--- src/hw/rtl/bfsa_pkg.sv ---
package bfsa_pkg;
	localparam int FREE_SLOTS  = 16;
	localparam int USED_SLOTS  = 16;
	localparam int JOB_ID_BITS = 8;
	localparam int ADDR_BITS   = 16;
	localparam int LEN_BITS    = ADDR_BITS + 1;
	localparam int FIDX_BITS   = $clog2(FREE_SLOTS);
	localparam int UIDX_BITS   = $clog2(USED_SLOTS);
	localparam int FCNT_BITS   = $clog2(FREE_SLOTS + 1);

	typedef enum logic [2:0] {
		ST_ALLOC   = 3'd0,
		ST_RECLAIM = 3'd1,
		ST_DUP     = 3'd2,
		ST_EMPTY   = 3'd3,
		ST_SMALL   = 3'd4,
		ST_UNKNOWN = 3'd5,
		ST_FULL    = 3'd6
	} status_t;

	typedef enum logic [0:0] {
		CFG_BASE = 1'b0,
		CFG_SIZE = 1'b1
	} cfg_idx_t;

	typedef enum logic [2:0] {
		S_IDLE,
		S_SCAN,
		S_DECIDE,
		S_APPLY,
		S_OUT
	} fsm_t;

	// free-segment cell commands
	typedef enum logic [2:0] {
		FC_HOLD,
		FC_INIT,
		FC_SHIFT_DOWN,
		FC_SHIFT_UP,
		FC_LOAD,
		FC_MERGE
	} fcmd_t;

	typedef struct packed {
		logic [ADDR_BITS-1:0] start;
		logic [LEN_BITS-1:0]  len;
	} seg_t;

	typedef struct packed {
		fcmd_t                cmd;
		logic [FIDX_BITS-1:0] pos;   // target cell of a load, shift or merge
		seg_t                 seg;   // data loaded into the target cell
		seg_t                 init;  // region segment for init
		logic                 init_ok;
	} fctl_t;
endpackage

--- src/hw/rtl/bfsa_free_cell.sv ---
module bfsa_free_cell
	import bfsa_pkg::*;
(
	input  logic                 clk,
	input  logic                 arst_n,
	input  logic [FIDX_BITS-1:0] idx,
	input  fctl_t                ctl,
	input  seg_t                 from_above,
	input  seg_t                 from_below,
	output seg_t                 seg
);
	seg_t seg_q;

	always_ff @(posedge clk or negedge arst_n) begin
		if (!arst_n) begin
			seg_q <= '0;
		end else begin
			unique case (ctl.cmd)
				FC_INIT: begin
					seg_q <= (idx == '0 && ctl.init_ok) ? ctl.init : '0;
				end
				FC_SHIFT_DOWN: begin
					// close a gap: cells from pos upwards take the upper neighbour
					if (idx >= ctl.pos) seg_q <= from_above;
				end
				FC_SHIFT_UP: begin
					// open a gap at pos
					if (idx > ctl.pos) seg_q <= from_below;
					else if (idx == ctl.pos) seg_q <= ctl.seg;
				end
				FC_LOAD: begin
					if (idx == ctl.pos) seg_q <= ctl.seg;
				end
				FC_MERGE: begin
					// widen the cell below pos and drop the cell at pos
					if (idx >= ctl.pos) seg_q <= from_above;
					else if (idx == ctl.pos - FIDX_BITS'(1)) seg_q <= ctl.seg;
				end
				default: begin
				end
			endcase
		end
	end

	assign seg = seg_q;
endmodule
--- config.mk ---
export PLATFORM = sky130hd
export DESIGN_NAME = bfsa_free_cell
export DESIGN_NICKNAME = d
export VERILOG_FILES = /design/src/hw/rtl/bfsa_pkg.sv /design/src/hw/rtl/bfsa_free_cell.sv
export SDC_FILE = /design/constraint.sdc
export NUM_CORES = 1
export LEC_CHECK = 0
export BUFFER_PORTS_ARGS = -buffer_cell sky130_fd_sc_hd__buf_2
export CORE_ASPECT_RATIO = 1.2
export CORE_MARGIN = 2
export CORE_UTILIZATION = 35
export CTS_BUF_LIST = sky130_fd_sc_hd__clkbuf_8 sky130_fd_sc_hd__clkbuf_16
export DETAILED_ROUTE_END_ITERATION = 8
export HOLD_SLACK_MARGIN = 0.03
export PLACE_DENSITY_LB_ADDON = 0.2
export SYNTH_ARGS = -nofsm -noshare
export SYNTH_HDL_FRONTEND = slang
export SYNTH_SLANG_ARGS = --single-unit
export TNS_END_PERCENT = 20
--- constraint.sdc ---
create_clock -name clk -period 1.3 [get_ports clk]
set_input_delay 0.065 -clock clk [delete_from_list [all_inputs] [get_ports clk]]
set_output_delay 0.065 -clock clk [all_outputs]
set_load 0.05 [all_outputs]
-- Yosys cells after proc, flatten, opt, wreduce, memory -nomap -nowiden
Index checks and enable logic that the tools add are counted.
Widths: inputs -> output; s select.
- register bits after elaboration: 33
- input port bits: 146
- output and inout port bits: 33
- logic and storage cells: 25
- $add $sub $neg: 1
- magnitude comparators: 2
- eq/ne operators: 9
- multiplexer cells: 7
- reductions and logical operators: 4
- operators by type and width (kind ; number):
    $mux 33 ; 6
    $pmux 33 s5 ; 1
    $eq 4x4->1 ; 2
    $eq 3x2->1 const B ; 2
    $eq 3x3->1 const B ; 2
    $reduce_bool 5->1 ; 1
    $ge 4x4->1 ; 1
    $gt 4x4->1 ; 1
    $logic_not 4->1 ; 1
    $sub 4x1->4 const B ; 1
    $eq 3x1->1 const B ; 1
    $ne 3x3->1 const B ; 1
    $reduce_and 3->1 ; 1
    $ne 2x2->1 const B ; 1
    $logic_and 1x1->1 ; 1

-- Longest topological paths before layout
- depth after elaboration: 5
- mapped depth: 11
- gate-level depth less buffers: 8

-- Worst setup path after synthesis
OpenSTA, ideal clock, no wires.
- path type: in2reg
- start: input ctl[70] (netlist bit)
- end: register seg_q, in the netlist seg[0]
- setup time: 0.095 ns
- arrival time: 1.870 ns
- setup slack: -0.665 ns
- stages: 11
- cell sequence: inv_1 ha_1 and4_1 buf_6 a2111oi_4 nand3_1 o21ai_1 buf_4 buf_4 nand2_1 o31ai_1
- word-level cells in the longest chain between the ends: 4
- elaborated cells between the ends (all ways): 12
- RTL lines (what ; RTL line ; RTL):
    start: declaration ; bfsa_free_cell.sv:7 ; input fctl_t ctl,
    $sub 4x1->4 or $eq 4x4->1 (tied branches) ; bfsa_free_cell.sv:37, bfsa_free_cell.sv:29, bfsa_free_cell.sv:32 ;
    $eq 4x4->1 or $mux 33 (tied branches) ; - ;
    $ne 3x3->1 (no source line) or $mux 33 (tied branches) ; - ;
    $reduce_and 3->1 (no source line) or $pmux 33 s5 (tied branches) ; - ;
    end signal: assignment ; bfsa_free_cell.sv:32 ; if (idx == ctl.pos) seg_q <= ctl.seg;
    end signal: assignment ; bfsa_free_cell.sv:36 ; if (idx >= ctl.pos) seg_q <= from_above;
    end signal: assignment ; bfsa_free_cell.sv:37 ; else if (idx == ctl.pos - FIDX_BITS'(1)) seg_q <= ctl.seg;
    end: declaration ; bfsa_free_cell.sv:12 ; seg_t seg_q;
Parallel ways exist; a longest one is shown, timed or not.
A chain may end at the register's enable or synchronous reset.

-- Worst setup path in the final report
- start: input ctl[68] (netlist bit)
- end: register seg_q, in the netlist seg[14]
The elaborated chain is that of the path after synthesis.

==> metrics.csv <==
metric;value;unit
vdd_drop_max;499;uV
min_path_cells;3;
fin_cells;863;
dpl.hpwl;10400;um
final_cell_mix;buf_2, o21ai_0, nand2_1, a21oi_1, o21ai_1;
dp_cells;851;
worstPathArrival;1920;ps
yosysWarningCount;0;
overflow;0;
setup_viol;33;
clkSinkCount;33;
ios;179;
clk_latency;280;ps
finalInstanceArea;5550;um2
first_global_vias;4983;
vias;5024;
crit_path_start_kind;primary input;
wl_per_cell;17.5;um
violations;setup timing;
hold_class;primary input to flop;
finalHoldViolCount;0;
layout_commonest_cell;buf_2;
avgSynthCellArea;7.00;um2
drc;0;
ys.flop_type;dfrtp_1;
rr_worst_depth;5;
cp_data_required_time;1480;ps
synth_area;3890;um2
slew_viol_final;0;
drt_iter0_markers;355;
cts.clk_slew.worst_paths;60;ps
synth_edf_count;0;
fin_ws;-443;ps
dieArea;12000;um2
cp_common_cell;buf_6;
dr.pass1.iters;6;
hold-worst-slack;96.7;ps
start_util;35.6;%
slowest_stage;mux2_2;
synthDistinctLibCells;32;
routabilityCongestion;0.860;
finalCriticalPeriod;1740;ps
nFillCells;1093;
synth_seq_cells;33;
path_max_fanout;5;
async_flop_share;100;%
cts_root_buffer;clkbuf_16;
worst_slew_pin_slew;417;ps
grt_use_total;24.6;%
endpoint_kind;flop;
power.density;1060;nW/um2
grt_start_max_net_pins;45;
largest_reg_flops;33;
wirelength;15100;um
cts_buffer_depth;2;
critPathKind;primary input to flop;
num_rows;42;
slowest_delay;320;ps
portBuffers;178;
ant_nets;0;
fmax;574;MHz
routed_via_density;5.82;
rsz0062_at_grt;true;
cap_violations;0;
status;finished, violations left;
cts-htree-levels;2;
period_share;134;%
cts_tree;built;
syn_to_final_growth;42.5;%
worst_slew_margin_rel;71.9;%
ys_seq_area_share;21.2;%
fin_worst_skew;0;ps
drive_gt1_share;36.7;%
synthCells;556;
die_height;120;um
core-area;10900;um2
syn_nets;707;
place_area;5190;um2
cts_buffers;5;
grt_pass1_wl;23800;um
antenna_found_initial;2;
nNetsFinal;880;
p_leak;2.53;nW
die_x;100;um
cp_cell_sequence;buf_2 -> inv_2 -> ha_4 -> and4b_2 -> a2111oi_4 -> buf_6 -> buf_6 -> mux2_2 -> nand2_1 -> a311oi_1 -> a21o_1;
-- critical path: cells and delay by family --
| family | cells | cell delay, ps |
|---|---|---|
| buf+inv | 4 | 470 |
| fa+ha+maj | 1 | 200 |
| mux | 1 | 320 |
| simple gates | 2 | 310 |
| compound gates | 3 | 550 |
-- worst paths after layout --
path                               from  endpoint  slack [ps]
min in group asynchronous        arst_n    seg[9]         290
worst max register to register  seg[19]   seg[19]          30
worst min register to register   seg[1]    seg[1]         510
worst min-delay path            ctl[27]   seg[26]         100
max in group asynchronous        arst_n   seg[32]         810
worst max-delay path            ctl[68]   seg[14]        -440
-- cell usage after synthesis, types with 9 or more instances --
cell type  instances  area, um2
o21ai_0          112        561
a21oi_1           66        330
nand2_1           66        248
inv_1             38        143
clkbuf_1          35        131
dfrtp_1           33        826
mux2i_1           33        330
a32o_1            32        320
o31ai_1           32        240
or3_1             32        200
o21ai_1           21        105
buf_2             10       50.1
buf_4              9       67.6
-- layer usage --
layer	vias to the layer above	global-route usage (%)	part of all wire, %
met3	44	4.08	8.8
met2	295	41.5	47
met4	2	11.0	3.0
li1	2379	-	-
met5	-	0	0.046
met1	2304	30.5	41
-- cell families (layout without fill, tap and decap cells) --
kind of cell,after synthesis,count (layout),synth area share [%]
muxes,34,34,8.77
xor gates and xnor gates,5,5,1.12
AOI/OAI and AO/OA,269,269,41.8
DFF,33,33,21.2
and+or+nand+nor,111,111,13.7
buffers and inverters,99,273,11.8
other,0,1,0
adders and majority gates,5,5,1.61
-- where the power goes --
part	total (mW)	switching (mW)	internal, mW
registers	1.39	0.168	1.23
logic	3.08	1.95	1.14
clock network	1.43	0.479	0.951
-- metrics by stage --
stage	setup slack, ps	setup TNS (ps)	power (mW)	utilization (%)
floorplan	-489	-15830	3.41	-
global placement	-857	-26960	4.25	47.5
detailed placement	-1020	-29430	4.33	47.5
CTS	-424	-13110	5.86	50.1
global route	-564	-16410	6.25	50.8
finish	-443	-13340	5.91	50.8
-- layout make-up --
class | count | area (um2) | area share, %
multi-input combinational | 424 | 2770 | 49.9
tap | 132 | 165 | 2.98
clock inverter | 2 | 33.8 | 0.609
clock buffer | 6 | 139 | 2.50
sequential | 33 | 826 | 14.9
timing repair buffer | 227 | 1460 | 26.2
inverter | 38 | 158 | 2.84
antenna | 1 | 2.50 | 0.0451
-- what timing repair did --
item | CTS | global route
cloned | 1 | 0
resized for setup | 28 | 26
setup buffers | 2 | 0
hold endpoints to repair | 33 | 0
hold buffers | 1 | 0
pin swaps | 4 | 6
endpoints found under the setup margin | 33 | 33
(Power assumes the default switching activity.)
